--- src/rtl/core/gbq_pkg.sv ---
// ---------------------------------------------------------------------------
// gbq_pkg
// Types, widths, filter coefficients and helpers of the gyro biquad core.
// ---------------------------------------------------------------------------
package gbq_pkg;

  // Number of axes, one filter lane each
  localparam int AXES = 3;

  localparam int RAW_W   = 16;
  localparam int SCALE_W = 10;
  localparam int BIAS_W  = 21;
  localparam int HIST_W  = 26;
  localparam int OUT_W   = 25;
  localparam int DIFF_W  = 28;  // raw * scale - bias before saturation
  localparam int COEF_W  = 32;
  localparam int PROD_W  = HIST_W + COEF_W;
  localparam int ACC_W   = 60;
  localparam int FRAC_W  = 30;  // Q2.30 coefficients

  // Configuration port
  localparam int CFG_IDX_W  = 8;
  localparam int CFG_DATA_W = 21;
  localparam logic [CFG_IDX_W-1:0] CFG_SCALE  = CFG_IDX_W'(0);
  localparam logic [CFG_IDX_W-1:0] CFG_BIAS_X = CFG_IDX_W'(1);
  localparam logic [SCALE_W-1:0]   SCALE_RST  = SCALE_W'(280);

  // Multiply-accumulate sequence: five taps, then a drain step
  localparam int MAC_TAPS = 5;
  localparam int MAC_K_W  = $clog2(MAC_TAPS + 1);
  localparam logic [MAC_K_W-1:0] TAP_U  = MAC_K_W'(0);
  localparam logic [MAC_K_W-1:0] TAP_X1 = MAC_K_W'(1);
  localparam logic [MAC_K_W-1:0] TAP_X2 = MAC_K_W'(2);
  localparam logic [MAC_K_W-1:0] TAP_Y1 = MAC_K_W'(3);
  localparam logic [MAC_K_W-1:0] TAP_Y2 = MAC_K_W'(4);
  localparam logic [MAC_K_W-1:0] TAP_LAST = MAC_K_W'(MAC_TAPS);

  // Q2.30 coefficients, feedback terms stored negated
  localparam logic signed [COEF_W-1:0] COEF_B0  = COEF_W'(713707878);
  localparam logic signed [COEF_W-1:0] COEF_B1  = COEF_W'(1427415756);
  localparam logic signed [COEF_W-1:0] COEF_B2  = COEF_W'(713707878);
  localparam logic signed [COEF_W-1:0] COEF_NA1 = COEF_W'(-1303095037);
  localparam logic signed [COEF_W-1:0] COEF_NA2 = COEF_W'(-477994647);

  localparam logic signed [DIFF_W-1:0] HIST_HI = DIFF_W'(33554431);
  localparam logic signed [DIFF_W-1:0] HIST_LO = DIFF_W'(-33554432);
  localparam logic signed [ACC_W-1:0]  OUT_HI  = ACC_W'(16777215);
  localparam logic signed [ACC_W-1:0]  OUT_LO  = ACC_W'(-16777215);
  localparam logic signed [ACC_W-1:0]  RND_HALF = ACC_W'(1) <<< (FRAC_W - 1);

  typedef logic signed [HIST_W-1:0] hist_t;
  typedef logic signed [OUT_W-1:0]  rate_t;

  typedef enum logic [1:0] {
    ST_IDLE,
    ST_MAC,
    ST_DONE
  } state_t;

  // Sequencer to lane control group
  typedef struct packed {
    logic               load_u;   // capture scaled input word
    logic               mac_mul;  // form product of tap mac_k
    logic               mac_acc;  // add previous product
    logic [MAC_K_W-1:0] mac_k;
    logic               commit;   // result leaves, histories shift
    logic               primed;
  } lane_ctl_t;

  function automatic logic signed [COEF_W-1:0] coef_sel(logic [MAC_K_W-1:0] k);
    logic signed [COEF_W-1:0] c;
    unique case (k)
      TAP_U:   c = COEF_B0;
      TAP_X1:  c = COEF_B1;
      TAP_X2:  c = COEF_B2;
      TAP_Y1:  c = COEF_NA1;
      TAP_Y2:  c = COEF_NA2;
      default: c = '0;
    endcase
    return c;
  endfunction

  function automatic hist_t sat_hist(logic signed [DIFF_W-1:0] v);
    hist_t r;
    if (v > HIST_HI)      r = HIST_HI[HIST_W-1:0];
    else if (v < HIST_LO) r = HIST_LO[HIST_W-1:0];
    else                  r = v[HIST_W-1:0];
    return r;
  endfunction

  function automatic rate_t sat_out(logic signed [ACC_W-1:0] v);
    rate_t r;
    if (v > OUT_HI)      r = OUT_HI[OUT_W-1:0];
    else if (v < OUT_LO) r = OUT_LO[OUT_W-1:0];
    else                 r = v[OUT_W-1:0];
    return r;
  endfunction

endpackage

--- src/rtl/core/gbq_lane.sv ---
// ---------------------------------------------------------------------------
// gbq_lane
// One axis: scale and bias, direct form I biquad on a shared multiplier.
// ---------------------------------------------------------------------------
module gbq_lane
  import gbq_pkg::*;
(
  input  logic                      clk,
  input  lane_ctl_t                 ctl,
  input  logic signed [RAW_W-1:0]   raw,
  input  logic [SCALE_W-1:0]        scale,
  input  logic signed [BIAS_W-1:0]  bias,
  output rate_t                     y
);

  hist_t u_r, x1_r, x2_r, y1_r, y2_r;
  logic signed [PROD_W-1:0] p_r;
  logic signed [ACC_W-1:0]  acc_r;

  logic signed [DIFF_W-1:0] diff;
  hist_t                    op;
  logic signed [ACC_W-1:0]  q;
  rate_t                    y_filt;

  // scaled, bias-corrected input word
  assign diff = DIFF_W'(raw * $signed({1'b0, scale})) - DIFF_W'(bias);

  // tap operand
  always_comb begin
    unique case (ctl.mac_k)
      TAP_U:   op = u_r;
      TAP_X1:  op = x1_r;
      TAP_X2:  op = x2_r;
      TAP_Y1:  op = y1_r;
      TAP_Y2:  op = y2_r;
      default: op = u_r;
    endcase
  end

  // round half up at Q30, then clamp; first word passes through
  assign q      = (acc_r + RND_HALF) >>> FRAC_W;
  assign y_filt = sat_out(q);
  assign y      = ctl.primed ? y_filt : sat_out(ACC_W'(u_r));

  // input word, product and accumulator
  always_ff @(posedge clk) begin
    if (ctl.load_u) begin
      u_r   <= sat_hist(diff);
      acc_r <= '0;
    end else if (ctl.mac_acc) begin
      acc_r <= acc_r + ACC_W'(p_r);
    end
    if (ctl.mac_mul) begin
      p_r <= PROD_W'(op * coef_sel(ctl.mac_k));
    end
  end

  // history shift on commit; priming fills both taps
  always_ff @(posedge clk) begin
    if (ctl.commit) begin
      x1_r <= u_r;
      y1_r <= HIST_W'(y);
      if (ctl.primed) begin
        x2_r <= x1_r;
        y2_r <= y1_r;
      end else begin
        x2_r <= u_r;
        y2_r <= HIST_W'(y);
      end
    end
  end

endmodule

--- config.mk ---
export PLATFORM = sky130hd
export DESIGN_NAME = gbq_lane
export DESIGN_NICKNAME = d
export VERILOG_FILES = /design/src/rtl/core/gbq_pkg.sv /design/src/rtl/core/gbq_lane.sv
export SDC_FILE = /design/constraint.sdc
export NUM_CORES = 2
export LEC_CHECK = 0
export BUFFER_PORTS_ARGS = -buffer_cell sky130_fd_sc_hd__buf_2
export CORE_MARGIN = 2
export CORE_UTILIZATION = 60
export DETAILED_ROUTE_END_ITERATION = 8
export PLACE_DENSITY = 0.77
export RECOVER_POWER = 50
export SYNTH_ARGS = -nofsm -noshare
export SYNTH_HDL_FRONTEND = slang
export SYNTH_SLANG_ARGS = --single-unit
--- constraint.sdc ---
create_clock -name clk -period 24.9 [get_ports clk]
set_input_delay 1.245 -clock clk [delete_from_list [all_inputs] [get_ports clk]]
set_output_delay 1.245 -clock clk [all_outputs]
set_load 0.02 [all_outputs]
==> flow_summary_export.csv <==
group,metric,value,unit
cells_and_area,mostFrequentLayoutCells,"1218 x inv_1, 913 x fa_1, 370 x ha_1",
floorplanning,initial_core_util,60.5,%
worst_setup_path,crit_end,"p_r[55]",
cells_and_area,area_growth_syn_to_layout,5.22,%
worst_setup_path,r2r_end,"p_r[55]",
worst_setup_path,slowest_delay,1180,ps
route,vias_per_cell,5.95,
worst_setup_path,crit_slowest_cell,"a211oi_1",
yosys,synth_area,0.0458,sq mm
worst_setup_path,regToRegStartpoint,"y1_r[20]",
global_routing,overflow,0,
yosys,syn_avg_cell_area,9.57,sq um
global_routing,grt_usage,40.4,%
yosys,synthTopCellsByArea,"fa_1 40%, edfxtp_1 12%, ha_1 10%, inv_1 10%, nand2_1 3.0%",
placement,port_buffers,80,
route,wirelength,156,mm
yosys,synth-edff-count,186,
timing,final.setup_skew,19.9,ps
timing,finalSetupViolCount,0,
flow_run,drv_cap,8,
floorplanning,dieArea,0.0785,sq mm
yosys,synth_top_area_share,39.9,%
worst_setup_path,r2r_cells,27,
timing,worst_slack,13370,ps
yosys,netlist_instances,4782,
worst_setup_path,worstPathArrival,11890,ps
cts,h-tree-depth,1,
cells_and_area,nets,6125,
floorplanning,io_pins,81,
placement,pre_cts_slack,13010,ps
floorplanning,fp-row-count,101,
timing,post-route-period-util,46.3,%
placement,hpwl,134,mm
cts,clockBufferDepth,3,
floorplanning,die-height,280,um
route,first_iter_violations,3484,
cells_and_area,fill_cells,6356,
worst_setup_path,r2r_setup_slack,15260,ps
route,drtPass1Iterations,6,
global_routing,antenna_found_initial,5,
route,ant_nets,0,
cts,cts_buffers,30,
route,routedWlPerCell,26.9,um
hold_path,hp-start,"acc_r[22]",
yosys,synth-main-ff-cell,"edfxtp_1",
cts,cts-root-buf,"clkbuf_16",
route,vias,34500,
placement,place_congestion,1.09,
worst_setup_path,path_class,"input port to register",
cells_and_area,seqCellArea,0.00679,sq mm
cts,cts_resized,0,
cts,holdBufCountCts,0,
status,status,"finished, violations left",
timing,whs,477,ps
worst_setup_path,crit_fanout,24,
cts,worstSkewPairLatency,630,ps
worst_setup_path,crit_path_end_kind,"register",
cells_and_area,drive_gt1_share,4.10,%
global_routing,grt_pass1_vias,35800,
yosys,synth-seq-cells,246,
timing,max_freq,86.7,MHz
yosys,synthDistinctLibCells,77,
yosys,syn-num-nets,6121,
route,drc,0,
yosys,yosysWarnings,0,
yosys,synth_top_area_cell,"fa_1",
timing,fin_crit,11530,ps
timing,finalHoldViolCount,0,
worst_setup_path,crit_top_cell,"fa_1",
cts,cts_setup_buffers,0,
cts,tritoncts,"built",
cells_and_area,multiInputGateArea,0.0339,sq mm
global_routing,grt_max_degree,66,
yosys,async_reset_ff_share,0,%
cells_and_area,utilization,63.6,%
status,violations,"capacitance limit, slew limit",
timing,drv_slew,329,
floorplanning,core,0.0757,sq mm
timing,max-slew-margin-rel,-166,%
timing,rsz0062_at_grt,"false",
cts,clk_pin_slew_worst_paths,60,ps
worst_setup_path,cp.required,25260,ps
floorplanning,die_w,280,um
cells_and_area,final_common_cell,"inv_1",
timing,fin_setup_tns,0,ps
timing,max_slew.worst_pin.slew,3990,ps
global_routing,grt_pass1_wl,229,mm
yosys,ys_seq_area_share,14.8,%
worst_setup_path,cp-start-kind,"input port",
worst_setup_path,crit_start,"ctl[4]",
cts,cts.sinks,246,
hold_path,hold_path_class,"register to register",
## Yosys cell counts (all sizes together) (20+ instances only)
cell       n
clkbuf   116
nor3      35
fa       913
nand2b    36
ha       370
dfxtp     60
a21oi    192
o21a      23
a21o      85
edfxtp   186
inv     1222
buf       20
a211oi    27
mux2i     34
nand3     36
xor2      55
mux2      25
and3      41
nand4     26
o221ai    22
o21ai    132
xnor2    113
and2     115
nand2    367
nor2     300
## worst min path at each step
stage	endpoint	slack, ps	cells after the start
6_report	acc_r[22]	480	2
5_1_grt	acc_r[20]	500	2
4_1_cts	acc_r[22]	480	2
3_5_place_dp	acc_r[22]	470	2
3_3_place_gp	acc_r[22]	450	2
2_1_floorplan	acc_r[22]	440	2
## final cells by class
cell class,instances,share of cell area (%)
tap,978,2.54
inverter,1222,9.52
clock buffer,37,1.68
antenna,3,0.0156
timing repair buffer,108,1.23
sequential,246,14.1
clock inverter,19,0.478
multi-input combinational,3178,70.4
## per-layer routing
metal | vias to the layer above | GRT usage (%) | share of wire [%]
li1 | 14900 | - | -
met2 | 1756 | 63.3 | 44
met4 | 6 | 14.6 | 4.6
met5 | - | 0 | 0.071
met1 | 17400 | 54.3 | 40
met3 | 355 | 11.1 | 11
## metrics by stage
step / area (sq um) / instances
2_1_floorplan: 45800 / 4782
3_3_place_gp: 47100 / 5732
3_5_place_dp: 47100 / 5732
4_1_cts: 48200 / 5788
5_1_grt: 48200 / 5789
6_report: 48200 / 5791
## state kept, by name, summed over array words and instances, names as in the netlist
name,cells
u_r,26
y2_r,25
y1_r,25
p_r,58
x1_r,26
acc_r,60
x2_r,26
## cells by family after synthesis
kind of cell	after synthesis	share of synthesized area [%]
buf+inv	1358	11.1
fa+ha+maj	1283	50.0
simple gates	1023	10.3
compound gates	645	9.12
flops	246	14.8
xor+xnor	168	3.21
mux	59	1.36
## worst max-delay path: cells and delay by family
kind                       cells  cell delay, ps
adders and majority gates      8            3870
xor gates and xnor gates       1             160
and+or+nand+nor                7            2050
buffers and inverters          7            1220
AOI/OAI and AO/OA              8            3290
Power is left out: the tool's default activity adds up to more than one toggle a clock period on the data nets, which glitch-free logic cannot reach.
