File: config.mk
export PLATFORM = sky130hd
export DESIGN_NAME = gbq_merge
export DESIGN_NICKNAME = d
export VERILOG_FILES = /design/src/rtl/core/gbq_pkg.sv /design/src/rtl/core/gbq_merge.sv
export SDC_FILE = /design/constraint.sdc
export NUM_CORES = 1
export LEC_CHECK = 0
export BUFFER_PORTS_ARGS = -buffer_cell sky130_fd_sc_hd__buf_4
export CAP_MARGIN = 5
export CELL_PAD_IN_SITES_DETAIL_PLACEMENT = 0
export CELL_PAD_IN_SITES_GLOBAL_PLACEMENT = 1
export CORE_MARGIN = 2
export CORE_UTILIZATION = 32
export DETAILED_ROUTE_END_ITERATION = 10
export HOLD_SLACK_MARGIN = 0.02
export MAX_ROUTING_LAYER = met4
export PLACE_DENSITY = 0.85
export SLEW_MARGIN = 20
export SYNTH_ARGS = -nofsm -noshare
export SYNTH_HDL_FRONTEND = slang
export SYNTH_SLANG_ARGS = --single-unit
File: constraint.sdc
create_clock -name clk -period 0.8 [get_ports clk]
set_clock_uncertainty 0.1 [all_clocks]
set_input_delay 0.16 -clock clk [delete_from_list [all_inputs] [get_ports clk]]
set_output_delay 0.16 -clock clk [all_outputs]
set_load 0.05 [all_outputs]
File: src/rtl/core/gbq_pkg.sv
// ---------------------------------------------------------------------------
// gbq_pkg
// Types, widths, filter coefficients and helpers of the gyro biquad core.
// ---------------------------------------------------------------------------
package gbq_pkg;

  // Number of axes, one filter lane each
  localparam int AXES = 3;

  localparam int RAW_W   = 16;
  localparam int SCALE_W = 10;
  localparam int BIAS_W  = 21;
  localparam int HIST_W  = 26;
  localparam int OUT_W   = 25;
  localparam int DIFF_W  = 28;  // raw * scale - bias before saturation
  localparam int COEF_W  = 32;
  localparam int PROD_W  = HIST_W + COEF_W;
  localparam int ACC_W   = 60;
  localparam int FRAC_W  = 30;  // Q2.30 coefficients

  // Configuration port
  localparam int CFG_IDX_W  = 8;
  localparam int CFG_DATA_W = 21;
  localparam logic [CFG_IDX_W-1:0] CFG_SCALE  = CFG_IDX_W'(0);
  localparam logic [CFG_IDX_W-1:0] CFG_BIAS_X = CFG_IDX_W'(1);
  localparam logic [SCALE_W-1:0]   SCALE_RST  = SCALE_W'(280);

  // Multiply-accumulate sequence: five taps, then a drain step
  localparam int MAC_TAPS = 5;
  localparam int MAC_K_W  = $clog2(MAC_TAPS + 1);
  localparam logic [MAC_K_W-1:0] TAP_U  = MAC_K_W'(0);
  localparam logic [MAC_K_W-1:0] TAP_X1 = MAC_K_W'(1);
  localparam logic [MAC_K_W-1:0] TAP_X2 = MAC_K_W'(2);
  localparam logic [MAC_K_W-1:0] TAP_Y1 = MAC_K_W'(3);
  localparam logic [MAC_K_W-1:0] TAP_Y2 = MAC_K_W'(4);
  localparam logic [MAC_K_W-1:0] TAP_LAST = MAC_K_W'(MAC_TAPS);

  // Q2.30 coefficients, feedback terms stored negated
  localparam logic signed [COEF_W-1:0] COEF_B0  = COEF_W'(713707878);
  localparam logic signed [COEF_W-1:0] COEF_B1  = COEF_W'(1427415756);
  localparam logic signed [COEF_W-1:0] COEF_B2  = COEF_W'(713707878);
  localparam logic signed [COEF_W-1:0] COEF_NA1 = COEF_W'(-1303095037);
  localparam logic signed [COEF_W-1:0] COEF_NA2 = COEF_W'(-477994647);

  localparam logic signed [DIFF_W-1:0] HIST_HI = DIFF_W'(33554431);
  localparam logic signed [DIFF_W-1:0] HIST_LO = DIFF_W'(-33554432);
  localparam logic signed [ACC_W-1:0]  OUT_HI  = ACC_W'(16777215);
  localparam logic signed [ACC_W-1:0]  OUT_LO  = ACC_W'(-16777215);
  localparam logic signed [ACC_W-1:0]  RND_HALF = ACC_W'(1) <<< (FRAC_W - 1);

  typedef logic signed [HIST_W-1:0] hist_t;
  typedef logic signed [OUT_W-1:0]  rate_t;

  typedef enum logic [1:0] {
    ST_IDLE,
    ST_MAC,
    ST_DONE
  } state_t;

  // Sequencer to lane control group
  typedef struct packed {
    logic               load_u;   // capture scaled input word
    logic               mac_mul;  // form product of tap mac_k
    logic               mac_acc;  // add previous product
    logic [MAC_K_W-1:0] mac_k;
    logic               commit;   // result leaves, histories shift
    logic               primed;
  } lane_ctl_t;

  function automatic logic signed [COEF_W-1:0] coef_sel(logic [MAC_K_W-1:0] k);
    logic signed [COEF_W-1:0] c;
    unique case (k)
      TAP_U:   c = COEF_B0;
      TAP_X1:  c = COEF_B1;
      TAP_X2:  c = COEF_B2;
      TAP_Y1:  c = COEF_NA1;
      TAP_Y2:  c = COEF_NA2;
      default: c = '0;
    endcase
    return c;
  endfunction

  function automatic hist_t sat_hist(logic signed [DIFF_W-1:0] v);
    hist_t r;
    if (v > HIST_HI)      r = HIST_HI[HIST_W-1:0];
    else if (v < HIST_LO) r = HIST_LO[HIST_W-1:0];
    else                  r = v[HIST_W-1:0];
    return r;
  endfunction

  function automatic rate_t sat_out(logic signed [ACC_W-1:0] v);
    rate_t r;
    if (v > OUT_HI)      r = OUT_HI[OUT_W-1:0];
    else if (v < OUT_LO) r = OUT_LO[OUT_W-1:0];
    else                 r = v[OUT_W-1:0];
    return r;
  endfunction

endpackage

File: src/rtl/core/gbq_merge.sv
// ---------------------------------------------------------------------------
// gbq_merge
// Gathers the lane results into the output word register.
// ---------------------------------------------------------------------------
module gbq_merge
  import gbq_pkg::*;
(
  input  logic  clk,
  input  logic  rst_n,
  input  logic  commit,
  input  rate_t lane_y [AXES],
  output logic  merge_free,
  output logic  out_valid,
  input  logic  out_ready,
  output rate_t out_roll_rate,
  output rate_t out_pitch_rate,
  output rate_t out_yaw_rate
);

  logic  valid_r;
  rate_t roll_r, pitch_r, yaw_r;

  // free when empty or being drained this cycle
  assign merge_free = !valid_r || out_ready;

  always_ff @(posedge clk) begin
    if (!rst_n) begin
      valid_r <= 1'b0;
    end else if (commit) begin
      valid_r <= 1'b1;
    end else if (out_ready) begin
      valid_r <= 1'b0;
    end
  end

  // x, y, z lanes map to roll, pitch, yaw
  always_ff @(posedge clk) begin
    if (commit) begin
      roll_r  <= lane_y[0];
      pitch_r <= lane_y[1];
      yaw_r   <= lane_y[2];
    end
  end

  assign out_valid      = valid_r;
  assign out_roll_rate  = roll_r;
  assign out_pitch_rate = pitch_r;
  assign out_yaw_rate   = yaw_r;

endmodule

==> flow_metrics.py, run 1 <==
metrics = {
    "sta": {
        "setup_viol": 116,
        "relSlewSlack_pct": 87.7,
        "rsz0062_at_grt": "true",
        "max_freq_mhz": 842,
        "drv_slew": 0,
        "min_period_ns": 1.19,
        "tightest_slew_ns": 0.184,
        "hold_viol_final": 38,
        "period_share_pct": 149,
        "final.setup.tns_ns": -27.51,
        "setup_ws_ns": -0.388,
        "holdWs_ns": -0.0995,
    },
    "cells_and_area": {
        "final_util_pct": 65.2,
        "finalInstanceArea_um2": 4480,
        "antenna_cells": 0,
        "fin_cells": 388,
        "drive_gt1_share_pct": 59.6,
        "areaGrowthSynthToFinish_pct": 94.6,
        "nets": 366,
    },
    "critical_path": {
        "crit_type": "flop to output port",
        "cp-end-kind": "output port",
        "arrival_ns": 0.93,
        "crit_slowest_cell": "edfxtp_1",
        "path_cells": "buf_6",
        "r2r_end": "out_valid",
        "crit_required_ns": 0.54,
        "rr_startpoint": "out_valid",
        "cp_slowest_stage_delay_ns": 0.42,
        "cp_top_family": "flip-flops",
        "timing.critical_path.buf_inv": 1,
        "r2r_setup_slack_ns": -0.02,
        "cp-start-kind": "flop",
        "ff2ff_path_depth": 3,
        "critical_path.max_fanout": 1,
    },
    "route": {
        "via_per_inst": 4.20,
        "wl_per_cell_um": 15.2,
        "drc_errors": 0,
        "firstDrtPassIters": 4,
        "vias": 1631,
        "drtIter0Drc": 34,
        "wl_um": 5880,
        "ant_nets": 0,
    },
    "yosys": {
        "synth.area.top_cells": "edfxtp_1 (98%), dfxtp_1 (0.87%), nand2b_4 (0.60%)",
        "synth_top_family_by_area": "simple AND/OR/NAND/NOR gates",
        "synthAdderAreaFrac_pct": 0,
        "yosysMostFrequentCell": "edfxtp_1",
        "synth_common_cells": "edfxtp_1 (75), a21boi_2 (1), dfxtp_1 (1), inv_1 (1), nand2b_4 (1)",
        "yosys.area.top_type": "edfxtp_1",
        "synthXorXnorAreaFrac_pct": 0,
        "yosys.area.top_type_share_pct": 97.9,
        "synth.avg_cell_area_um2": 29.1,
        "synthMuxAreaShare_pct": 0,
        "synth-seq-cells": 76,
        "yosysSeqAreaShare_pct": 98.7,
        "synth_nets": 158,
        "synth-edff-count": 75,
        "syn_inst": 79,
        "synth_top_flop_cell": "edfxtp_1",
        "synth_cell_types": 5,
        "synth_compound_area_share_pct": 0.489,
        "ys_warn_count": 0,
        "async_reset_ff_share_pct": 0,
        "synth-simple-area-share_pct": 0.598,
        "syn-cell-area_um2": 2300,
    },
    "worst_hold_path": {
        "min_path_type": "input port to flop",
        "hold_start": "lane_y[13]",
        "holdPathEnd": "out_yaw_rate[13]",
        "min_path_cells": 1,
    },
    "floorplan": {
        "initial_utilization_pct": 33.5,
        "fp.dieW_um": 88.8,
        "rows": 30,
        "die_h_um": 88.8,
        "pin_count": 156,
        "design.die.area_um2": 7880,
        "core_um2": 6870,
    },
    "power": {
        "powerDensity_nw_per_um2": 2130,
        "power_leakage_nw": 1.87,
        "p_total_mw": 9.56,
        "ir_worst_vdd_mv": 1.07,
    },
    "placement": {
        "dp.cells": 334,
        "io_buffers": 155,
        "place_ws_ns": -0.121,
        "dp_hpwl_um": 4050,
        "place_area_um2": 3640,
        "gp_congestion": 0.695,
    },
    "outcome": {
        "violations": "hold timing, setup timing",
        "status": "finished, violations left",
    },
    "job": {
        "max-cap-violations": 0,
    },
    "cts": {
        "clk_pin_slew_ns": 0.07,
        "clockBufferDepth": 2,
        "clock_latency_ns": 0.33,
        "cts-root-buf": "clkbuf_8",
        "cts.sink_count": 76,
        "cts_htree_levels": 3,
        "cts_tree": "done",
        "numCtsBuffers": 9,
    },
    "grt": {
        "grt_pass1_vias": 1572,
        "grt-ovfl-total": 0,
        "grt_first_pass_wirelength_um": 7700,
        "antenna_found_initial": 0,
        "grt_max_degree": 34,
        "grt.total_usage_pct": 14.3,
    },
}
## placed cells by master (no fill, tap or decap), drive strengths merged
cell	n
dfxtp	1
a21boi	1
clkbuf	13
inv	1
edfxtp	75
nand2b	1
buf	159
clkinv	3
dlygate4sd3	38
## where the power goes
part	switching, mW	internal (mW)	total [mW]
logic	1.38	0.959	2.33
clock network	1.23	1.12	2.34
registers	0.148	4.73	4.88
total	2.75	6.80	9.56
## worst reg2reg max path, cell delays in order, from the launching register on
cell	delay [ns]
dfxtp_4	0.37
nand2b_4	0.07
buf_6	0.11
a21boi_2	0.11
## cell families (layout without fill, tap and decap cells)
group | count (synthesis) | after routing
flip-flops | 76 | 76
buffers and inverters | 1 | 214
AND/OR/NAND/NOR | 1 | 1
AO/OA/AOI/OAI | 1 | 1
## final cells by class
cell class	count	area, um2
inverter	1	3.75
multi-input combinational	2	25.0
fill	508	2390
timing repair buffer	197	1900
sequential	76	2280
tap	96	120
clock buffer	13	139
clock inverter	3	15.0
## state kept, by name, summed over array words and instances (netlist names)
name	flops
out_valid	1
out_roll_rate	25
out_yaw_rate	25
out_pitch_rate	25
## layer usage
layer / global-route usage [%] / part of all wire [%] / wire length, um / vias to the layer above
met1: 15.3 / 34 / 2000 / 795
met4: 6.34 / 1.2 / 73 / 0
li1: - / - / - / 733
met2: 23.2 / 57 / 3340 / 96
met3: 5.78 / 7.9 / 465 / 7
met5: - / 0 / 0 / -
## timing repair
| action | 4_1_cts | 5_1_grt |
|---|---|---|
| pin swaps | 0 | 1 |
| gates cloned | 0 | 0 |
| endpoints found under the setup margin | 78 | 79 |
| setup buffers | 1 | 1 |
| hold buffers | 2 | 37 |
| hold endpoints to repair | 76 | 75 |
| gates resized for setup | 81 | 1 |
## how the worst max path moves through the flow
stage / to / cells after the start / startpoint / slack [ns]
detailed placement: out_roll_rate[15] / 2 / commit / -0.12
finish: out_roll_rate[7] / 1 / out_roll_rate[7] / -0.39
floorplan: out_valid / 2 / out_valid / -0.08
global placement: out_pitch_rate[0] / 2 / commit / -0.10
CTS: out_roll_rate[23] / 1 / out_roll_rate[23] / -0.41
global route: out_yaw_rate[15] / 1 / out_yaw_rate[15] / -0.43
Power figures use the tool's default switching activity.
==> inputs of run 2 (changes only) <==
--- a/config.mk
+++ b/config.mk
@@ -9,12 +9,14 @@
 export CAP_MARGIN = 5
 export CELL_PAD_IN_SITES_DETAIL_PLACEMENT = 0
 export CELL_PAD_IN_SITES_GLOBAL_PLACEMENT = 1
+export CORE_ASPECT_RATIO = 1.4
 export CORE_MARGIN = 2
 export CORE_UTILIZATION = 32
 export DETAILED_ROUTE_END_ITERATION = 10
 export HOLD_SLACK_MARGIN = 0.02
 export MAX_ROUTING_LAYER = met4
-export PLACE_DENSITY = 0.85
+export PLACE_DENSITY_LB_ADDON = 0.1
+export RECOVER_POWER = 50
 export SLEW_MARGIN = 20
 export SYNTH_ARGS = -nofsm -noshare
 export SYNTH_HDL_FRONTEND = slang
==> flow_metrics.py, run 2 (synthesis gave the netlist of run 1 again) <==
metrics = {
    "outcome": {
        "status": "finished, violations left",
        "violations": "hold timing, setup timing",
    },
    "critical_path": {
        "cp-end-kind": "output port",
        "path_cells": "nand2b_4 -> buf_8",
        "critical_path.max_fanout": 2,
        "crit_slowest_cell": "dfxtp_4",
        "crit_required_ns": 0.54,
        "cp_slowest_stage_delay_ns": 0.37,
        "crit_type": "flop to output port",
        "arrival_ns": 0.91,
        "cp-start-kind": "flop",
    },
    "cells_and_area": {
        "num-fill-cells": 540,
        "drive_gt1_share_pct": 58.1,
        "areaGrowthSynthToFinish_pct": 92.1,
        "final_util_pct": 63.3,
        "final_cell_mix": "edfxtp_1 (75), buf_6 (75), buf_4 (39)",
        "nets": 365,
        "antenna_cells": 0,
    },
    "grt": {
        "grt_max_degree": 32,
        "antenna_found_initial": 0,
        "grt_pass1_vias": 1652,
        "grt.total_usage_pct": 15.0,
        "grt-ovfl-total": 0,
        "grt_first_pass_wirelength_um": 8070,
    },
    "floorplan": {
        "rows": 36,
        "initial_utilization_pct": 33.0,
        "fp.dieW_um": 75.7,
        "pin_count": 156,
        "design.die.area_um2": 7890,
        "core_um2": 6980,
        "die_h_um": 104,
    },
    "sta": {
        "min_period_ns": 1.17,
        "relSlewSlack_pct": 72.8,
        "hold_viol_final": 39,
        "drv_slew": 0,
        "setup_ws_ns": -0.374,
        "tightest_slew_ns": 0.408,
        "setup_viol": 113,
        "max_freq_mhz": 852,
        "holdWs_ns": -0.109,
        "period_share_pct": 147,
        "rsz0062_at_grt": "true",
    },
    "power": {
        "power_leakage_nw": 1.84,
        "powerDensity_nw_per_um2": 2150,
        "p_total_mw": 9.50,
        "ir_worst_vdd_mv": 1.36,
    },
    "cts": {
        "clockBufferDepth": 2,
        "cts-root-buf": "clkbuf_8",
        "cts.sink_count": 76,
        "numCtsBuffers": 9,
        "cts_tree": "done",
        "clk_pin_slew_ns": 0.07,
        "clock_latency_ns": 0.33,
        "cts_htree_levels": 3,
    },
    "job": {
        "max-cap-violations": 0,
    },
    "route": {
        "drc_errors": 0,
        "wl_um": 5310,
        "via_per_inst": 3.99,
        "firstDrtPassIters": 6,
        "ant_nets": 0,
        "drtIter0Drc": 60,
        "vias": 1542,
        "wl_per_cell_um": 13.7,
    },
    "placement": {
        "gp_congestion": 0.714,
        "io_buffers": 155,
    },
    "worst_hold_path": {
        "min_path_type": "input port to flop",
    },
}
## run 2: final timing paths
check        depth (start not counted)                  to  slack, ns       start
max                                  2          merge_free      -0.37   out_valid
min                                  1  out_pitch_rate[19]      -0.11  lane_y[44]
max reg2reg                          3           out_valid      -0.02   out_valid
min reg2reg                          3           out_valid       0.51   out_valid
## run 2: area by class of cell
type	instances	area, um2	area share (%)
Clock inverter	3	13.8	0.311
Timing Repair Buffer	196	1840	41.7
Sequential cell	76	2280	51.5
Multi-Input combinational cell	2	25.0	0.566
Tap cell	95	119	2.69
Inverter	1	3.75	0.0849
Clock buffer	13	139	3.14
## run 2: timing repair
action,in CTS,in global routing
setup buffers,0,0
setup endpoints to repair,77,109
hold buffers,59,8
resized for setup,76,4
cloned,0,0
hold endpoints to repair,76,47
## run 2: through the flow
stage          TNS (ns)  instances  instance area, um2  worst slack, ns
6_report         -27.06        386                4420           -0.374
2_1_floorplan     -4.67         79                2300          -0.0842
3_3_place_gp      -7.96        333                3650           -0.125
4_1_cts          -28.46        408                4680           -0.396
5_1_grt          -30.25        386                4420           -0.425
3_5_place_dp      -8.28        333                3650           -0.126
## run 2: power by group
group	internal [mW]	switching [mW]	total (mW)	leakage [nW]
logic	0.921	1.35	2.27	1.02
clock network	1.11	1.25	2.36	0.0788
registers	4.73	0.135	4.86	0.743
total	6.76	2.74	9.50	1.84
## run 2: routing by layer
metal,vias to the layer above,global-route usage [%],part of all wire (%),routed length [um]
met5,-,-,0,0
met3,6,5.14,8.5,453
met2,87,25.3,56,2990
met4,0,7.64,1.5,78
met1,718,14.5,34,1790
li1,731,-,-,-
## run 2: critical path, delay by kind of cell, from the launching register on
family,cells,cell delay (ns)
flops,1,0.37
simple gates,1,0.06
buf+inv,1,0.15
