--- src/rtl/core/gbq_pkg.sv ---
// ---------------------------------------------------------------------------
// gbq_pkg
// Types, widths, filter coefficients and helpers of the gyro biquad core.
// ---------------------------------------------------------------------------
package gbq_pkg;

  // Number of axes, one filter lane each
  localparam int AXES = 3;

  localparam int RAW_W   = 16;
  localparam int SCALE_W = 10;
  localparam int BIAS_W  = 21;
  localparam int HIST_W  = 26;
  localparam int OUT_W   = 25;
  localparam int DIFF_W  = 28;  // raw * scale - bias before saturation
  localparam int COEF_W  = 32;
  localparam int PROD_W  = HIST_W + COEF_W;
  localparam int ACC_W   = 60;
  localparam int FRAC_W  = 30;  // Q2.30 coefficients

  // Configuration port
  localparam int CFG_IDX_W  = 8;
  localparam int CFG_DATA_W = 21;
  localparam logic [CFG_IDX_W-1:0] CFG_SCALE  = CFG_IDX_W'(0);
  localparam logic [CFG_IDX_W-1:0] CFG_BIAS_X = CFG_IDX_W'(1);
  localparam logic [SCALE_W-1:0]   SCALE_RST  = SCALE_W'(280);

  // Multiply-accumulate sequence: five taps, then a drain step
  localparam int MAC_TAPS = 5;
  localparam int MAC_K_W  = $clog2(MAC_TAPS + 1);
  localparam logic [MAC_K_W-1:0] TAP_U  = MAC_K_W'(0);
  localparam logic [MAC_K_W-1:0] TAP_X1 = MAC_K_W'(1);
  localparam logic [MAC_K_W-1:0] TAP_X2 = MAC_K_W'(2);
  localparam logic [MAC_K_W-1:0] TAP_Y1 = MAC_K_W'(3);
  localparam logic [MAC_K_W-1:0] TAP_Y2 = MAC_K_W'(4);
  localparam logic [MAC_K_W-1:0] TAP_LAST = MAC_K_W'(MAC_TAPS);

  // Q2.30 coefficients, feedback terms stored negated
  localparam logic signed [COEF_W-1:0] COEF_B0  = COEF_W'(713707878);
  localparam logic signed [COEF_W-1:0] COEF_B1  = COEF_W'(1427415756);
  localparam logic signed [COEF_W-1:0] COEF_B2  = COEF_W'(713707878);
  localparam logic signed [COEF_W-1:0] COEF_NA1 = COEF_W'(-1303095037);
  localparam logic signed [COEF_W-1:0] COEF_NA2 = COEF_W'(-477994647);

  localparam logic signed [DIFF_W-1:0] HIST_HI = DIFF_W'(33554431);
  localparam logic signed [DIFF_W-1:0] HIST_LO = DIFF_W'(-33554432);
  localparam logic signed [ACC_W-1:0]  OUT_HI  = ACC_W'(16777215);
  localparam logic signed [ACC_W-1:0]  OUT_LO  = ACC_W'(-16777215);
  localparam logic signed [ACC_W-1:0]  RND_HALF = ACC_W'(1) <<< (FRAC_W - 1);

  typedef logic signed [HIST_W-1:0] hist_t;
  typedef logic signed [OUT_W-1:0]  rate_t;

  typedef enum logic [1:0] {
    ST_IDLE,
    ST_MAC,
    ST_DONE
  } state_t;

  // Sequencer to lane control group
  typedef struct packed {
    logic               load_u;   // capture scaled input word
    logic               mac_mul;  // form product of tap mac_k
    logic               mac_acc;  // add previous product
    logic [MAC_K_W-1:0] mac_k;
    logic               commit;   // result leaves, histories shift
    logic               primed;
  } lane_ctl_t;

  function automatic logic signed [COEF_W-1:0] coef_sel(logic [MAC_K_W-1:0] k);
    logic signed [COEF_W-1:0] c;
    unique case (k)
      TAP_U:   c = COEF_B0;
      TAP_X1:  c = COEF_B1;
      TAP_X2:  c = COEF_B2;
      TAP_Y1:  c = COEF_NA1;
      TAP_Y2:  c = COEF_NA2;
      default: c = '0;
    endcase
    return c;
  endfunction

  function automatic hist_t sat_hist(logic signed [DIFF_W-1:0] v);
    hist_t r;
    if (v > HIST_HI)      r = HIST_HI[HIST_W-1:0];
    else if (v < HIST_LO) r = HIST_LO[HIST_W-1:0];
    else                  r = v[HIST_W-1:0];
    return r;
  endfunction

  function automatic rate_t sat_out(logic signed [ACC_W-1:0] v);
    rate_t r;
    if (v > OUT_HI)      r = OUT_HI[OUT_W-1:0];
    else if (v < OUT_LO) r = OUT_LO[OUT_W-1:0];
    else                 r = v[OUT_W-1:0];
    return r;
  endfunction

endpackage

--- src/rtl/core/gbq_ctrl.sv ---
// ---------------------------------------------------------------------------
// gbq_ctrl
// Sequencer: accepts a word, steps the lanes through the taps, commits.
// ---------------------------------------------------------------------------
module gbq_ctrl
  import gbq_pkg::*;
(
  input  logic      clk,
  input  logic      rst_n,
  input  logic      in_valid,
  output logic      in_ready,
  input  logic      merge_free,
  output lane_ctl_t ctl
);

  state_t             state_r, state_nxt;
  logic [MAC_K_W-1:0] k_r, k_nxt;
  logic               primed_r, primed_nxt;
  logic               accept;

  assign accept = in_valid && in_ready;

  // next state
  always_comb begin
    state_nxt  = state_r;
    k_nxt      = k_r;
    primed_nxt = primed_r;
    unique case (state_r)
      ST_IDLE: begin
        k_nxt = '0;
        if (accept) state_nxt = ST_MAC;
      end
      ST_MAC: begin
        k_nxt = k_r + MAC_K_W'(1);
        if (k_r == TAP_LAST) state_nxt = ST_DONE;
      end
      ST_DONE: begin
        if (merge_free) begin
          state_nxt  = ST_IDLE;
          primed_nxt = 1'b1;
        end
      end
      default: state_nxt = ST_IDLE;
    endcase
  end

  // outputs
  always_comb begin
    in_ready    = (state_r == ST_IDLE);
    ctl.load_u  = accept;
    ctl.mac_mul = (state_r == ST_MAC) && (k_r != TAP_LAST);
    ctl.mac_acc = (state_r == ST_MAC) && (k_r != TAP_U);
    ctl.mac_k   = k_r;
    ctl.commit  = (state_r == ST_DONE) && merge_free;
    ctl.primed  = primed_r;
  end

  always_ff @(posedge clk) begin
    if (!rst_n) begin
      state_r  <= ST_IDLE;
      k_r      <= '0;
      primed_r <= 1'b0;
    end else begin
      state_r  <= state_nxt;
      k_r      <= k_nxt;
      primed_r <= primed_nxt;
    end
  end

endmodule

--- config.mk ---
export PLATFORM = sky130hd
export DESIGN_NAME = gbq_ctrl
export DESIGN_NICKNAME = d
export VERILOG_FILES = /design/src/rtl/core/gbq_pkg.sv /design/src/rtl/core/gbq_ctrl.sv
export SDC_FILE = /design/constraint.sdc
export NUM_CORES = 1
export LEC_CHECK = 0
export ABC_AREA = 1
export ABC_CLOCK_PERIOD_IN_PS = 900
export BUFFER_PORTS_ARGS = -buffer_cell sky130_fd_sc_hd__buf_2
export CAP_MARGIN = 20
export CORE_AREA = 2 2 39 41
export CTS_BUF_LIST = sky130_fd_sc_hd__clkbuf_4
export DETAILED_ROUTE_END_ITERATION = 7
export DIE_AREA = 0 0 41 43
export GPL_TIMING_DRIVEN = 1
export MAX_ROUTING_LAYER = met4
export PLACE_DENSITY = 0.5
export RECOVER_POWER = 25
export SLEW_MARGIN = 30
export SYNTH_ARGS = -nofsm -noshare
export SYNTH_HDL_FRONTEND = slang
export SYNTH_SLANG_ARGS = --single-unit
--- constraint.sdc ---
create_clock -name clk -period 0.9 [get_ports clk]
set_input_delay 0.135 -clock clk [delete_from_list [all_inputs] [get_ports clk]]
set_output_delay 0.135 -clock clk [all_outputs]
set_load 0.1 [all_outputs]
==> results of run 1 <==
## logic make-up (layout without fill, tap and decap cells)
family	after synthesis	in the layout	synth area share (%)
fa+ha+maj	3	3	11.7
buf+inv	15	46	19.8
flops	6	6	37.4
simple gates	13	13	17.1
compound gates	9	9	14.0
## flip-flops by register name, summed over array words and instances (netlist names)
| name | cells |
|---|---|
| k_r | 3 |
| primed_r | 1 |
| state_r | 2 |
## routing by layer
layer,GRT usage [%],vias up
met2,17.8,9
li1,-,201
met3,6.28,2
met5,-,-
met4,4.00,0
met1,17.4,176
## worst max-delay path, cell delays in order (launching register included)
cell	delay (ns)
dfxtp_4	0.35
inv_4	0.07
ha_4	0.12
nand2_2	0.05
nand2_2	0.08
clkinvlp_4	0.09
buf_12	0.17
## power groups by stage
stage                     clock network [mW]  logic [mW]  registers [mW]
final                                  0.317       0.407           0.284
after floorplan                            0       0.177           0.328
after CTS                              0.321       0.369           0.284
after global routing                   0.352       0.426           0.285
after detailed placement                   0       0.348           0.286
after global placement                     0       0.347           0.286
## what timing repair did
action,in CTS,in global routing
buffers inserted,3,6
gates resized for setup,10,12
cloned,0,0
pin swaps,2,3
endpoints found under the setup margin,12,13
## placed cells by master (no fill, tap or decap)
master and n:
a21oi_1 3, a21oi_2 3, a21oi_4 1, buf_12 10, buf_2 3, buf_4 9, buf_6 7, clkbuf_4 4
clkinvlp_4 2, dfxtp_2 3, dfxtp_4 3, ha_4 3, inv_1 6, inv_2 3, inv_4 2, nand2_1 5
nand2_2 3, nand3_1 2, nand3_4 1, nor2_4 2, o21ai_0 1, o21ai_1 1
## per-stage QoR
step / setup slack, ns / cell area (um^2) / TNS [ns] / utilization [%] / cells
2_1_floorplan: -0.561 / 402 / -2.62 / - / 46
3_3_place_gp: -0.188 / 664 / -0.751 / 48.0 / 82
3_5_place_dp: -0.210 / 664 / -0.871 / 48.0 / 82
4_1_cts: -0.415 / 762 / -2.77 / 55.1 / 89
5_1_grt: -0.468 / 838 / -3.50 / 60.6 / 93
6_report: -0.411 / 838 / -2.87 / 60.6 / 93
## area by class of cell
| cell class | instances | share of cell area [%] |
|---|---|---|
| clock buffers | 4 | 3.58 |
| inverters | 13 | 7.31 |
| multi-input cells | 25 | 27.5 |
| flip-flops and latches | 6 | 16.1 |
| well taps | 16 | 2.39 |
| repair buffers | 29 | 43.1 |
## worst max path at each step
stage	cells past startpoint	slack (ns)	endpoint
2_1_floorplan	4	-0.56	ctl[6]
3_3_place_gp	6	-0.19	ctl[6]
3_5_place_dp	6	-0.21	ctl[6]
4_1_cts	6	-0.42	ctl[6]
5_1_grt	6	-0.47	ctl[6]
6_report	6	-0.41	ctl[6]
==> run metrics, run 1 <==
status=finished with violations; failing checks=negative setup slack; CTS tree=built; initial antenna violation count=0; via count=388; drt drc=0; synth unique cells=10; Seq pwr share=28.2%; Worst Path Required=0.76 ns; Pre-Repair DR Iteration Count=2; Mapped Cells=46; Net Sw Frac=35.7%; Hold Path Class=in2reg; hold path cells=3; post-DP HPWL=655 um; total core area=1380 um^2; CTS max path bufs=2; slew margin rel.=86.7%; Reg area=135 um^2; fin crit period=1.31 ns; final setup violating endpoints=13; Hold WS=0.139 ns; CP max FO=2; crit end category=primary output; Max Cap Viol=0; Final period util=146%; row cnt=14; Sinks on Clock Net=6; Syn Std Cell Area=322 um^2; clk_lat worst skew=0.25 ns; Fillers=120; Die W=41 um; final worst slack=-0.411 ns; detailed-route wire length=921 um; via density per instance=4.17; Int Power=0.648 mW; total power=1.01 mW; warnings from Yosys=0; overall routing resource usage=13.3%; reg2reg start=k_r[0]; top area cells in the synthesized netlist=dfxtp_1 37%, inv_1 15%, ha_1 12%; syn avg cell area=6.99 um^2; met3 WL=38 um; Clock Skew=0.00548 ns; syn nets=53; worst hold start=rst_n; Initial Util=23.2%; vias in the first global route=351; peak supply drop=0.583 mV; Sw Pwr=0.360 mW; root buf cell=clkbuf_4; Hold Violations, Final=0; cts bufs inserted=3; global route overflow=0; Yosys top cell area share=37.4%; layout cells sized above 1=76.6%; top routing layer used=met4; ys async rst share=0%; clk slew on worst S/H paths=0.06 ns; WP data arrival=1.18 ns; top cells by count, synth=13 x inv_1, 8 x nand2_1, 7 x a21oi_1, 6 x dfxtp_1; Final GP Congestion=0.771; antenna cells=0; ys flop type=dfxtp_1; classification of the worst setup path=reg2out; Clock power frac=31.5%; FF-to-FF path depth=6; Chip Height=43 um; post-route ant nets=0; Worst Max-Slew Pin Slew=0.199 ns; Fmax=763 MHz; P_leak=0.342 nW; die area=1760 um^2; Port Buf Inserts=12; PwrDens=1200 nW/um^2; post-synthesis sequential area ratio=37.4%; Worst Setup SP=k_r[1]; post-DR wirelength/cell=9.90 um; worst reg2reg setup slack=-0.14 ns; top-count cell post-synth=inv_1; hold buffer count at CTS=0; met1 WL=422 um; final slew viol count=0; combinational share of power=40.4%; RSZ-0062 raised after global routing=yes; met2 wire length=454 um; Max H-tree Level=1; Synth area leader=dfxtp_1; number of synthesized flops with an enable pin=0; Hold EP=k_r[2]; reg-to-reg endpoint=k_r[2]; crit path launch type=flip-flop; synthesis-to-finish area growth=161%; first-pass GRT wire length=1520 um; largest net degree at the start of global routing=8; Final Net Count=85; I/O Pins=13; Multi-input gate area=230 um^2; Yosys reg bits=6; Starting DRT DRC Count=6
Note: power is estimated with default switching activity, not from simulation.
==> inputs of run 2 (changes only) <==
--- a/config.mk
+++ b/config.mk
@@ -6,7 +6,7 @@
 export NUM_CORES = 1
 export LEC_CHECK = 0
 export ABC_AREA = 1
-export ABC_CLOCK_PERIOD_IN_PS = 900
+export ABC_CLOCK_PERIOD_IN_PS = 1570
 export BUFFER_PORTS_ARGS = -buffer_cell sky130_fd_sc_hd__buf_2
 export CAP_MARGIN = 20
 export CORE_AREA = 2 2 39 41
@@ -15,7 +15,7 @@
 export DIE_AREA = 0 0 41 43
 export GPL_TIMING_DRIVEN = 1
 export MAX_ROUTING_LAYER = met4
-export PLACE_DENSITY = 0.5
+export PLACE_DENSITY = 0.57
 export RECOVER_POWER = 25
 export SLEW_MARGIN = 30
 export SYNTH_ARGS = -nofsm -noshare
==> constraint.sdc (replaced) <==
create_clock -name clk -period 1.57 [get_ports clk]
set_input_delay 0.2355 -clock clk [delete_from_list [all_inputs] [get_ports clk]]
set_output_delay 0.2355 -clock clk [all_outputs]
set_load 0.1 [all_outputs]
==> run 2 against run 1 <==
The run now ends clean. Register-to-register slack gained 0.80 ns. Flip-flop and latch count is the same. Cell count shrank 18%. Global-route usage shrank 3.4 points. Clock-buffer cell count is the same. Non-clock buffer count shrank 17. Hold slack gained 0.091 ns. Clock power shrank 44%. Sequential share of layout area grew 8.6 points. Final area shrank 36%. Die area is the same. Combinational power shrank 62%.
==> run metrics, run 2 (synthesized netlist as in run 1, its figures left out) <==
status=completed; P_leak=0.242 nW; Starting DRT DRC Count=5; Worst Max-Slew Pin Slew=0.491 ns; combinational share of power=31.1%; Final Net Count=68; post-DR wirelength/cell=8.87 um; Int Power=0.313 mW; fin crit period=1.48 ns; peak supply drop=0.300 mV; synthesis-to-finish area growth=66.9%; largest net degree at the start of global routing=9; cts bufs inserted=3; Fillers=152; clk slew on worst S/H paths=0.06 ns; Sw Pwr=0.180 mW; hold path cells=3; PwrDens=918 nW/um^2; WP data arrival=1.24 ns; final slew viol count=0; final core utilization=38.8%; Largest register FFs=3; Die W=41 um; total core area=1380 um^2; worst reg2reg setup slack=0.66 ns; crit end category=primary output; classification of the worst setup path=reg2out; Layout Cells excl Fill=76; Seq pwr share=33.0%; overall routing resource usage=9.88%; Top reg by flops=k_r; global route overflow=0; layout cells sized above 1=48.3%; Hold EP=k_r[2]; Slowest-stage cell, CP=dfxtp_1; vias in the first global route=273; Chip Height=43 um; post-route ant nets=0; CP Cell Sequence=nor2_4 -> inv_1 -> a21oi_4 -> buf_12; Placed Area=498 um^2; commonest non-fill, non-tap cell in the layout=inv_1; reg-to-reg endpoint=state_r[1]; placed insts=72; Worst Setup SP=state_r[1]; Worst Path Required=1.33 ns; Hold Violations, Final=0; Largest regs=k_r (3), state_r (2), primed_r (1); Final period util=94.3%; detailed-route wire length=674 um; I/O Pins=13; Pre-Repair DR Iteration Count=4; total power=0.493 mW; final setup violating endpoints=0; Hold Path Class=in2reg; TNS Setup=0 ns; CTS tree=built; Place WS=0.266 ns; reg2reg start=k_r[0]; most frequent cells in the layout=10 x inv_1, 8 x buf_2, 6 x nand2_1, 6 x a21oi_1; drt drc=0; first-pass GRT wire length=1100 um; slew margin rel.=67.5%; die area=1760 um^2; Port Buf Inserts=12; root buf cell=clkbuf_4; Final GP Congestion=0.683; Fmax=676 MHz; Crit path largest cell delay=0.41 ns; Clock Skew=0.0156 ns; crit path launch type=flip-flop; Initial Util=23.2%; FF-to-FF path depth=5; Multi-input gate area=179 um^2; Sinks on Clock Net=6; CTS max path bufs=2; worst hold start=rst_n; CP max FO=8; Max Cap Viol=0; via count=308; row cnt=14; Clock power frac=35.8%; final worst slack=0.0897 ns; initial antenna violation count=0; Reg area=133 um^2; via density per instance=4.05; Hold WS=0.229 ns; clk_lat worst skew=0.26 ns; Max H-tree Level=1; Net Sw Frac=36.5%; Final Instance Area=537 um^2; post-DP HPWL=543 um; antenna cells=0; # Post-CTS Setup Buffers=0
## run 2: changes by cell type in the layout (fill, tap and decap cells not counted), moves of 3 or more
| cell | delta |
|---|---|
| inv_1 | +4 |
| buf_6 | -7 |
| buf_4 | -9 |
| a21oi_1 | +3 |
| buf_12 | -6 |
| buf_2 | +5 |
| a21oi_2 | -3 |
## run 2: how the worst max path moves through the flow
| stage | endpoint | slack [ns] | depth (start not counted) |
|---|---|---|---|
| after floorplan | ctl[5] | -0.009 | 3 |
| after global placement | ctl[5] | 0.30 | 5 |
| after detailed placement | ctl[5] | 0.27 | 5 |
| after CTS | ctl[5] | 0.03 | 5 |
| after global routing | ctl[5] | -0.001 | 5 |
| final | ctl[5] | 0.09 | 4 |
## run 2: area by class of cell
cell class / instances / share of cell area (%)
flip-flops and latches: 6 / 24.7
inverters: 13 / 10.3
clock buffers: 4 / 5.59
multi-input cells: 25 / 33.3
well taps: 16 / 3.73
repair buffers: 12 / 22.4
## run 2: critical path: cells and delay by family (launching register included)
family / cells / cell delay (ns)
buffers and inverters: 2 / 0.27
AOI/OAI and AO/OA: 1 / 0.13
and+or+nand+nor: 1 / 0.18
DFF: 1 / 0.41
## run 2: power groups by stage
stage,sequential (mW),combinational (mW),clock (mW)
floorplan,0.187,0.0969,0
global placement,0.165,0.151,0
detailed placement,0.165,0.152,0
CTS,0.162,0.154,0.186
global route,0.163,0.163,0.194
finish,0.163,0.153,0.177
## run 2: routing by layer
layer	GRT usage, %	vias to the layer above	share of wire (%)
li1	-	166	-
met1	11.9	134	44
met2	12.8	8	51
met3	6.28	0	4.9
met4	4.00	0	0
met5	-	-	0
## run 2: what timing repair did
item | in CTS | in global routing
resized for setup | 1 | 2
pin swaps | 0 | 1
endpoints found under the setup margin | 1 | 2
hold buffers | 0 | 0
==> inputs of run 3 (changes only) <==
==> constraint.sdc (replaced) <==
create_clock -name clk -period 1.57 [get_ports clk]
set_input_delay 0.314 -clock clk [delete_from_list [all_inputs] [get_ports clk]]
set_output_delay 0.314 -clock clk [all_outputs]
set_load 0.1 [all_outputs]
==> run 3 against run 2 <==
Wire length is 1.0% higher. Cell count is 3.9% higher. Power is 1.9% higher.
==> run metrics, run 3 (synthesized netlist as in run 1, its figures left out) <==
final slew viol count=0; drt drc=0; PwrDens=865 nW/um^2; Max Cap Viol=0; Hold Violations, Final=0; overall routing resource usage=9.47%; Sinks on Clock Net=6; clk slew on worst S/H paths=0.05 ns; Port Buf Inserts=12; Top reg by flops=k_r; crit path launch type=flip-flop; root buf cell=clkbuf_4; clk_lat worst skew=0.25 ns; layout cells sized above 1=58.7%; CP max FO=3; worst hold start=rst_n; classification of the worst setup path=reg2out; Initial Util=23.2%; peak supply drop=0.313 mV; detailed-route wire length=681 um; Pre-Repair DR Iteration Count=3; CTS max path bufs=2; I/O Pins=13; via count=318; Place WS=0.197 ns; crit end category=primary output; Worst Path Required=1.26 ns; P_leak=0.256 nW; hold path cells=3; Placed Area=504 um^2; via density per instance=4.03; status=completed; final worst slack=0.0590 ns; total core area=1380 um^2; reg2reg start=k_r[1]; FF-to-FF path depth=7; fin crit period=1.51 ns; initial antenna violation count=0; worst reg2reg setup slack=0.60 ns; first-pass GRT wire length=1070 um; post-route ant nets=0; Worst Max-Slew Pin Slew=0.490 ns; vias in the first global route=284; Final Net Count=71; Crit path largest cell delay=0.36 ns; hold buffer count at CTS=0; WP data arrival=1.20 ns; Final GP Congestion=0.662; global route overflow=0; most frequent cells in the layout=8 x inv_1, 8 x buf_2, 6 x a21oi_1; synthesis-to-finish area growth=80.5%; Largest regs=k_r (3), state_r (2), primed_r (1); Fmax=662 MHz; post-DP HPWL=534 um; die area=1760 um^2; row cnt=14; Hold EP=k_r[0]; cts bufs inserted=3; Clock Skew=0.00547 ns; Final period util=96.2%; Fillers=141; Hold Path Class=in2reg; Chip Height=43 um; Largest register FFs=3; Starting DRT DRC Count=2; largest net degree at the start of global routing=9; final setup violating endpoints=0; reg-to-reg endpoint=state_r[1]; Final Instance Area=581 um^2; Die W=41 um; Max H-tree Level=1; slew margin rel.=67.6%; antenna cells=0; total power=0.502 mW; CP Cell Sequence=inv_2 -> nor2_4 -> inv_1 -> a21oi_4 -> buf_12; CTS tree=built; post-DR wirelength/cell=8.62 um; Slowest-stage cell, CP=dfxtp_4
[run 3: cell count changes in the layout (fill, tap and decap cells not counted), sizes merged]
cell / delta
buf: +3
[run 3: cell type report]
type	count	area, um^2	share of cell area [%]
multi-input cells	25	194	33.4
flip-flops and latches	6	136	23.5
well taps	16	20.0	3.45
clock buffers	4	30.0	5.17
repair buffers	15	143	24.6
inverters	13	57.6	9.91
[run 3: what timing repair did]
action	in CTS	in global routing
gates resized for setup	4	3
hold endpoints to repair	0	0
pin swaps	2	1
setup buffers	2	1
setup endpoints to repair	2	2
[run 3: through the flow]
step | hold slack (ns) | setup TNS (ns) | std cells | util, %
2_1_floorplan | 0.430 | -0.138 | 46 | -
3_3_place_gp | 0.439 | 0 | 72 | 36.4
3_5_place_dp | 0.441 | 0 | 72 | 36.4
4_1_cts | 0.308 | 0 | 78 | 40.5
5_1_grt | 0.322 | -0.00810 | 79 | 42.0
6_report | 0.317 | 0 | 79 | 42.0
[run 3: layer usage]
metal	share of wire (%)	GRT usage, %
met2	53	13.4
met3	4.6	3.14
met1	40	9.97
met5	0	-
met4	1.9	8.00
[run 3: worst max-delay path: cells and delay by family, from the launching register on]
kind	cells	cell delay [ns]
buffers and inverters	3	0.34
DFF	1	0.36
AOI/OAI and AO/OA	1	0.14
and+or+nand+nor	1	0.12
[run 3: worst max path at each step]
stage                   to  cells past startpoint  slack (ns)       start
floorplan           ctl[6]                      4       -0.07      k_r[0]
global placement    ctl[5]                      5        0.22  state_r[0]
detailed placement  ctl[5]                      5        0.20  state_r[0]
CTS                 ctl[6]                      6        0.01      k_r[1]
global route        ctl[5]                      5      -0.008  state_r[0]
finish              ctl[5]                      5        0.06  state_r[0]
[run 3: power by group]
group	switching, mW	total (mW)	internal, mW
Sequential	0.00843	0.164	0.155
Combinational	0.113	0.162	0.0495
Clock	0.0621	0.176	0.114
Total	0.183	0.502	0.319
